--- src/hw/rtl/binary_heap_priority_queue_macros.svh ---
// ----------------------------------------------------------------------------
// binary_heap_priority_queue_macros
// Assertion macros used by the heap queue controller.
// ----------------------------------------------------------------------------
`ifndef BINARY_HEAP_PRIORITY_QUEUE_MACROS_SVH
`define BINARY_HEAP_PRIORITY_QUEUE_MACROS_SVH

// Check a property on every rising clock edge outside reset
`define BHPQ_ASSERT(label, prop, msg) \
  label: assert property (@(posedge clk_i) disable iff (!rst_ni) (prop)) else $error(msg);

// Check that a condition never holds outside reset
`define BHPQ_NEVER(label, cond, msg) \
  label: assert property (@(posedge clk_i) disable iff (!rst_ni) !(cond)) else $error(msg);

`endif

--- src/hw/rtl/bhpq_pkg.sv ---
// ----------------------------------------------------------------------------
// bhpq_pkg
// Types, codes and command structs shared by the heap queue modules.
// ----------------------------------------------------------------------------
package bhpq_pkg;

  localparam int unsigned KeyW   = 64;
  localparam int unsigned CountW = 11;

  typedef enum logic [1:0] {
    FUNC_INSERT = 2'd0,
    FUNC_DELETE = 2'd1,
    FUNC_PEEK   = 2'd2,
    FUNC_POP    = 2'd3
  } func_e;

  typedef struct packed {
    func_e             func;
    logic [KeyW-1:0]   operand_value;
  } req_t;

  typedef struct packed {
    logic [KeyW-1:0]   top_value;
    logic              heap_empty;
    logic [CountW-1:0] entry_count;
    logic              op_ok;
  } rsp_t;

  typedef enum logic [4:0] {
    ST_IDLE,
    ST_DISPATCH,
    ST_INS_WR,
    ST_UP_RD,
    ST_UP_WAIT,
    ST_UP_CMP,
    ST_SCAN_RD,
    ST_SCAN_WAIT,
    ST_SCAN_CMP,
    ST_LAST_RD,
    ST_LAST_WAIT,
    ST_MOVE_WR,
    ST_CUR_RD,
    ST_CUR_WAIT,
    ST_HOME_RD,
    ST_DN_RDL,
    ST_DN_RDR,
    ST_DN_WAITL,
    ST_DN_WAITR,
    ST_DN_CMP,
    ST_TOP_RD,
    ST_TOP_WAIT,
    ST_RESP
  } state_e;

  // Controller commands to the datapath
  typedef struct packed {
    logic load_req;     // capture request
    logic rd_en;        // read memory
    logic [2:0] rd_sel; // address source
    logic cap_cur;      // read data -> cur key
    logic cap_oth;      // read data -> other key (parent/left)
    logic cap_rgt;      // read data -> right key
    logic cap_top;      // read data -> top
    logic wr_new;       // write operand at count, count++
    logic wr_move;      // write cur key (last) at pos
    logic swap_up;      // swap pos with parent
    logic swap_dn;      // swap pos with picked child
    logic pos_zero;     // pos := 0
    logic pos_last;     // count--, save pos as the home slot
    logic pos_inc;      // scan pos++
    logic pos_home;     // pos := home slot
    logic set_fail;
    logic clr_top;
  } cmd_t;

  localparam logic [2:0] SEL_POS    = 3'd0;
  localparam logic [2:0] SEL_PARENT = 3'd1;
  localparam logic [2:0] SEL_LEFT   = 3'd2;
  localparam logic [2:0] SEL_RIGHT  = 3'd3;
  localparam logic [2:0] SEL_LAST   = 3'd4;
  localparam logic [2:0] SEL_ZERO   = 3'd5;

  typedef struct packed {
    logic       full;
    logic       empty;
    logic       pos_zero;
    logic       scan_end;   // pos >= count
    logic       match;      // cur key equals operand
    logic       up_swap;    // cur ranks before parent
    logic       has_left;
    logic       has_right;
    logic       dn_swap;    // picked child ranks before cur
    logic       moved_last; // deleted slot was the last
    func_e      func;
  } sts_t;

endpackage

--- src/hw/rtl/bhpq_ctrl.sv ---
// ----------------------------------------------------------------------------
// bhpq_ctrl
// Sequencer for insert, delete, peek and pop over the heap datapath.
// ----------------------------------------------------------------------------
`include "binary_heap_priority_queue_macros.svh"

module bhpq_ctrl
  import bhpq_pkg::*;
(
  input  logic clk_i,
  input  logic rst_ni,
  input  logic start_i,
  input  sts_t sts_i,
  output logic busy_o,
  output logic done_o,
  output cmd_t cmd_o
);

  state_e state_q, state_d;

  always_ff @(posedge clk_i or negedge rst_ni) begin
    if (!rst_ni) state_q <= ST_IDLE;
    else         state_q <= state_d;
  end

  always_comb begin
    state_d = state_q;
    cmd_o   = '0;
    cmd_o.rd_sel = SEL_POS;
    busy_o  = state_q != ST_IDLE;
    done_o  = 1'b0;
    unique case (state_q)
      ST_IDLE: begin
        if (start_i) begin
          cmd_o.load_req = 1'b1;
          state_d = ST_DISPATCH;
        end
      end
      ST_DISPATCH: begin
        unique case (sts_i.func)
          FUNC_INSERT: begin
            if (sts_i.full) begin
              cmd_o.set_fail = 1'b1;
              state_d = ST_TOP_RD;
            end else begin
              state_d = ST_INS_WR;
            end
          end
          FUNC_DELETE: begin
            cmd_o.pos_zero = 1'b1;
            state_d = ST_SCAN_RD;
          end
          FUNC_POP: begin
            if (sts_i.empty) begin
              cmd_o.set_fail = 1'b1;
              state_d = ST_TOP_RD;
            end else begin
              cmd_o.pos_zero = 1'b1;
              state_d = ST_LAST_RD;
            end
          end
          default: state_d = ST_TOP_RD;
        endcase
      end
      ST_INS_WR: begin
        cmd_o.wr_new = 1'b1;
        state_d = ST_UP_RD;
      end
      // Sift up: cur key travels in cur_q, memory holds it at pos
      ST_UP_RD: begin
        if (sts_i.pos_zero) begin
          if (sts_i.func == FUNC_DELETE) begin
            cmd_o.pos_home = 1'b1;
            state_d = ST_HOME_RD;
          end else begin
            state_d = ST_TOP_RD;
          end
        end else begin
          cmd_o.rd_en  = 1'b1;
          cmd_o.rd_sel = SEL_PARENT;
          state_d = ST_UP_WAIT;
        end
      end
      ST_UP_WAIT: begin
        cmd_o.cap_oth = 1'b1;
        state_d = ST_UP_CMP;
      end
      ST_UP_CMP: begin
        if (sts_i.up_swap) begin
          cmd_o.swap_up = 1'b1;
          state_d = ST_MOVE_WR;
        end else if (sts_i.func == FUNC_DELETE) begin
          // sift down restarts at the deleted slot, whatever sits there now
          cmd_o.pos_home = 1'b1;
          state_d = ST_HOME_RD;
        end else begin
          state_d = ST_TOP_RD;
        end
      end
      ST_SCAN_RD: begin
        if (sts_i.scan_end) begin
          cmd_o.set_fail = 1'b1;
          state_d = ST_TOP_RD;
        end else begin
          cmd_o.rd_en = 1'b1;
          state_d = ST_SCAN_WAIT;
        end
      end
      ST_SCAN_WAIT: begin
        cmd_o.cap_cur = 1'b1;
        state_d = ST_SCAN_CMP;
      end
      ST_SCAN_CMP: begin
        if (sts_i.match) begin
          state_d = ST_LAST_RD;
        end else begin
          cmd_o.pos_inc = 1'b1;
          state_d = ST_SCAN_RD;
        end
      end
      ST_LAST_RD: begin
        cmd_o.rd_en    = 1'b1;
        cmd_o.rd_sel   = SEL_LAST;
        cmd_o.pos_last = 1'b1;
        state_d = ST_LAST_WAIT;
      end
      ST_LAST_WAIT: begin
        cmd_o.cap_cur = 1'b1;
        state_d = ST_CUR_RD;
      end
      ST_CUR_RD: begin
        // moved slot past the end: entry simply dropped
        if (sts_i.moved_last) begin
          state_d = ST_TOP_RD;
        end else begin
          cmd_o.wr_move = 1'b1;
          state_d = (sts_i.func == FUNC_POP) ? ST_DN_RDL : ST_UP_RD;
        end
      end
      // After a swap, write the traveling key at its new position
      ST_MOVE_WR: begin
        cmd_o.wr_move = 1'b1;
        state_d = ST_UP_RD;
      end
      ST_HOME_RD: begin
        cmd_o.rd_en = 1'b1;
        state_d = ST_CUR_WAIT;
      end
      ST_CUR_WAIT: begin
        cmd_o.cap_cur = 1'b1;
        state_d = ST_DN_RDL;
      end
      ST_DN_RDL: begin
        if (!sts_i.has_left) begin
          state_d = ST_TOP_RD;
        end else begin
          cmd_o.rd_en  = 1'b1;
          cmd_o.rd_sel = SEL_LEFT;
          state_d = ST_DN_WAITL;
        end
      end
      ST_DN_WAITL: begin
        cmd_o.cap_oth = 1'b1;
        if (sts_i.has_right) begin
          cmd_o.rd_en  = 1'b1;
          cmd_o.rd_sel = SEL_RIGHT;
          state_d = ST_DN_WAITR;
        end else begin
          state_d = ST_DN_CMP;
        end
      end
      ST_DN_WAITR: begin
        cmd_o.cap_rgt = 1'b1;
        state_d = ST_DN_CMP;
      end
      ST_DN_CMP: begin
        if (sts_i.dn_swap) begin
          cmd_o.swap_dn = 1'b1;
          state_d = ST_DN_RDR;
        end else begin
          state_d = ST_TOP_RD;
        end
      end
      ST_DN_RDR: begin
        cmd_o.wr_move = 1'b1;
        state_d = ST_DN_RDL;
      end
      ST_TOP_RD: begin
        cmd_o.rd_en  = 1'b1;
        cmd_o.rd_sel = SEL_ZERO;
        state_d = ST_TOP_WAIT;
      end
      ST_TOP_WAIT: begin
        if (sts_i.empty) cmd_o.clr_top = 1'b1;
        else             cmd_o.cap_top = 1'b1;
        state_d = ST_RESP;
      end
      ST_RESP: begin
        done_o  = 1'b1;
        state_d = ST_IDLE;
      end
      default: state_d = ST_IDLE;
    endcase
  end

  `BHPQ_ASSERT(a_done_once, done_o |=> !done_o, "result strobe held two cycles")
  `BHPQ_ASSERT(a_accept_idle, (start_i && !busy_o) |=> busy_o, "request not taken")
  `BHPQ_NEVER(a_one_write, cmd_o.wr_new && cmd_o.swap_dn, "two writes in a cycle")
  `BHPQ_NEVER(a_done_busy, done_o && !busy_o, "result strobe while idle")

endmodule

--- config.mk ---
export PLATFORM = sky130hd
export DESIGN_NAME = bhpq_ctrl
export DESIGN_NICKNAME = d
export VERILOG_FILES = /design/src/hw/rtl/bhpq_pkg.sv /design/src/hw/rtl/bhpq_ctrl.sv
export VERILOG_INCLUDE_DIRS = /design/src /design/src/hw/rtl
export SDC_FILE = /design/constraint.sdc
export NUM_CORES = 1
export LEC_CHECK = 0
export CORE_ASPECT_RATIO = 1.1
export CORE_MARGIN = 4
export CORE_UTILIZATION = 30
export CTS_BUF_LIST = sky130_fd_sc_hd__clkbuf_8
export DETAILED_ROUTE_END_ITERATION = 10
export DONT_BUFFER_PORTS = 1
export PLACE_DENSITY_LB_ADDON = 0.15
export SLEW_MARGIN = 10
export SYNTH_ARGS = -nofsm -noshare
export SYNTH_HDL_FRONTEND = slang
export SYNTH_SLANG_ARGS = --single-unit
--- constraint.sdc ---
create_clock -name clk_i -period 4.41 [get_ports clk_i]
set_input_delay 0.882 -clock clk_i [delete_from_list [all_inputs] [get_ports clk_i]]
set_output_delay 0.882 -clock clk_i [all_outputs]
set_load 0.02 [all_outputs]
# After elaboration in Yosys (flattened, before gate mapping)

Cells that the tools add are included.

Logic and storage cells: 86
Bits of input ports: 15
Bits in registers: 5
Output and inout port bits: 21

Muxes and demuxes: 51
Equality and inequality tests: 25
Reduce and logical (&&, ||, !) cells: 9

Operators by type and width:

| cell               | count |
|---|---|
| $pmux 5 s20        | 1 |
| $eq 5x4->1 const B | 8 |
| $mux 5             | 8 |
| $eq 5x5->1 const B | 7 |
| $mux 1             | 27 |
| $eq 5x3->1 const B | 4 |
| $mux 4             | 5 |
| $pmux 3 s5         | 1 |
| $pmux 5 s3         | 1 |
| $eq 5x2->1 const B | 2 |
| $pmux 1 s2         | 5 |
| $reduce_or 2->1    | 4 |
| $mux 3             | 2 |
| $reduce_or 3->1    | 2 |
| $eq 5x1->1 const B | 1 |
| $logic_not 5->1    | 1 |
| $pmux 1 s5         | 1 |
| $reduce_bool 5->1  | 1 |
| $eq 2x1->1 const B | 1 |
| $eq 2x2->1 const B | 1 |
| $logic_not 2->1    | 1 |
| $ne 2x2->1 const B | 1 |

# Logic depth before layout (Yosys ltp)

Depth in word-level cells: 4
Mapped depth: 7

# Worst setup path after synthesis

Ideal clock, no wire load.

Path kind: input to output
Start point: input port sts_i[0] (netlist bit)
End point: output port cmd_o[1] (netlist bit)
Buffers on the path: 0
Stages: 3
Data arrival time: 1783 ps
Slack: 1745 ps
Cell sequence: inv_1 ha_1 o31ai_1

RTL lines:

| element     | line            | text |
|---|---|---|
| from (decl) | bhpq_ctrl.sv:13 | `input sts_t sts_i,` |
| to (decl)   | bhpq_ctrl.sv:16 | `output cmd_t cmd_o` |

==> reports/qor.yml <==
syn-num-nets: 182
synth_edf_count: 0
clk_latency_ns: 0.22
grt_first_pass_wirelength_um: 5809
path_class: "register to output port"
hold_viol: 0
tns_ns: 0
ff2ff_setup_slack_ns: 2.15
dp_hpwl_um: 2712
tritoncts: "built"
reg2reg_depth: 4
fmax_mhz: 313.6
seq_area_frac_synth_pct: 11.56
reg_top3: "state_q x5"
whs_ns: 0.3597
syn_avg_cell_area_um2: 6.640
arrival_ns: 2.31
drtIter0Drc: 110
worstSetupStartpointType: "register"
fin_nets: 174
synth_flop_cell: "dfrtp_1"
fillers: 415
worstSetupStartpoint: "state_q[2]$_DFFE_PN0P_"
grt_max_degree: 32
wirelength_um: 3583
reg2reg_to: "state_q[0]$_DFFE_PN0P_"
cts_buffers: 3
drv_cap: 0
outcome: "complete, no violations"
netlist_area_mm2: 0.001082
grt_pass1_vias: 1145
maxSlewViolCount: 0
overflow: 0
antenna_found_initial: 0
die_x_um: 65.27
largest_reg_flops: 5
regArea_um2: 125.1
vdd_drop_max_mv: 0.2555
holdBufCountCts: 0
p_leak_nw: 0.4092
worst_slew_pin_slew_ns: 0.8993
io_pins: 36
grt_usage_pct: 15.32
rows: 22
timing.final.crit_period_ns: 3.189
layout_common_cells: "nor2_1, a21oi_1, nand2_1"
gp_congestion: 0.8742
clk_path_buf_depth: 2
report.final.setup_viol: 0
multi_input_area_um2: 862.1
die_y_um: 71.00
ant_nets: 0
cts.sinks: 5
crit_fanout: 31
grt_use_met2_pct: 24.52
clk_pin_slew_worst_paths_ns: 0.04
yosysWarnings: 0
initial_core_util_pct: 31.71
synth_async_sr_flop_share_pct: 100.0
io_buffers: 0
fp.coreArea_mm2: 0.003413
drt_first_pass_iters: 4
die-area_mm2: 0.004634
cts_root_buf: "clkbuf_8"
grtUsageMet3_pct: 3.968
cp-endpoint: "cmd_o[2]"
drc_errors: 0
synth.distinct_cells: 48
finClkSkew_ns: 0.004150
htreeDepth: 1
cts_resized: 0
avgRoutedWirePerCell_um: 17.74
syn2layout_area_growth_pct: 3.700
num_vias: 1233
post_cts_buffers: 0
synthCells: 163
synth_seq_cells: 5
worstHoldPathType: "input port to async pin"
grt_use_met1_pct: 21.01
grt_busiest_layer: "met2"
power_density_mw_per_mm2: 690.9
cp.required_ns: 3.53
slew_headroom_pct: 39.49
viasPerCell: 6.104
r2r_start: "state_q[4]$_DFFE_PN0P_"
final_common_cell: "nor2_1"
min_period_over_period_pct: 72.30
top_register: "state_q"
end_kind: "output port"
rsz0062_at_grt: "no"
antennaDiodeCount: 0
drive_gt1_share_pct: 5.195
-- cell families after synthesis --
kind of cell,after synthesis,share of synthesized area [%]
and+or+nand+nor,83,42.66
DFF,5,11.56
xor gates and xnor gates,3,2.428
buffers and inverters,21,8.787
AOI/OAI and AO/OA,46,28.90
adders and majority gates,4,4.624
muxes,1,1.040
-- cell type report --
class | instances | share of cell area [%]
Tap cell | 48 | 5.351
Multi-Input combinational cell | 137 | 76.81
Inverter | 8 | 2.676
Sequential cell | 5 | 11.15
Clock buffer | 3 | 3.679
Clock inverter | 1 | 0.3344
-- report_power, final --
group / internal [mW] / switching [mW] / total [mW]
Combinational: 0.188 / 0.290 / 0.478
Sequential: 0.0658 / 0.152 / 0.217
Clock: 0.0595 / 0.0209 / 0.0804
Total: 0.313 / 0.462 / 0.775
-- synthesized netlist by cell type (all sizes together), types with 2 or more instances --
cell type	count	area (um^2)
or3	2	12.51
ha	4	50.05
nor2	20	75.07
a211oi	2	15.01
buf	13	65.07
nand4	5	31.28
nand2b	6	37.54
xor2	3	26.28
or4	2	15.01
and3	4	30.03
o32a	4	40.04
nor2b	4	27.53
o2111ai	2	17.52
nand3	9	45.04
nor3	6	35.03
o21ai	6	30.03
nand3b	4	30.03
a31oi	4	25.02
a22oi	3	22.52
nand2	11	41.29
dfrtp	5	125.1
a21oi	13	65.06
or2	2	12.51
inv	8	30.03
nor4	3	18.77
-- layer usage --
layer | part of all wire, % | wire, um | up-vias
met3 | 11 | 404 | 2
met2 | 47 | 1699 | 54
met5 | 0 | 0 | -
li1 | - | - | 592
met1 | 41 | 1466 | 585
met4 | 0.33 | 12 | 0
-- critical path, stage by stage (launching register included) --
cell and delay (ns):
dfrtp_1 0.91, nor3b_2 0.43, nand3b_1 0.15, a21boi_0 0.59
-- worst min path at each step --
stage	startpoint	to	slack (ns)	cells past startpoint
final	rst_ni	state_q[2]$_DFFE_PN0P_	0.36	0
after global routing	rst_ni	state_q[2]$_DFFE_PN0P_	0.35	0
after CTS	rst_ni	state_q[2]$_DFFE_PN0P_	0.36	0
after detailed placement	rst_ni	state_q[1]$_DFFE_PN0P_	0.59	0
after global placement	rst_ni	state_q[4]$_DFFE_PN0P_	0.59	0
after floorplan	rst_ni	state_q[0]$_DFFE_PN0P_	0.59	0
-- metrics by stage --
| step | instances | worst slack (ns) | area [um^2] | util [%] | total power [mW] |
|---|---|---|---|---|---|
| after global routing | 202 | 1.040 | 1122 | 32.88 | 0.8492 |
| final | 202 | 1.221 | 1122 | 32.88 | 0.7754 |
| after global placement | 198 | 1.496 | 1077 | 31.56 | 0.6895 |
| after detailed placement | 198 | 1.474 | 1077 | 31.56 | 0.6903 |
| after CTS | 202 | 1.242 | 1122 | 32.88 | 0.7737 |
| after floorplan | 163 | 1.745 | 1082 | - | 0.5987 |
Power figures use the tool's default switching activity.
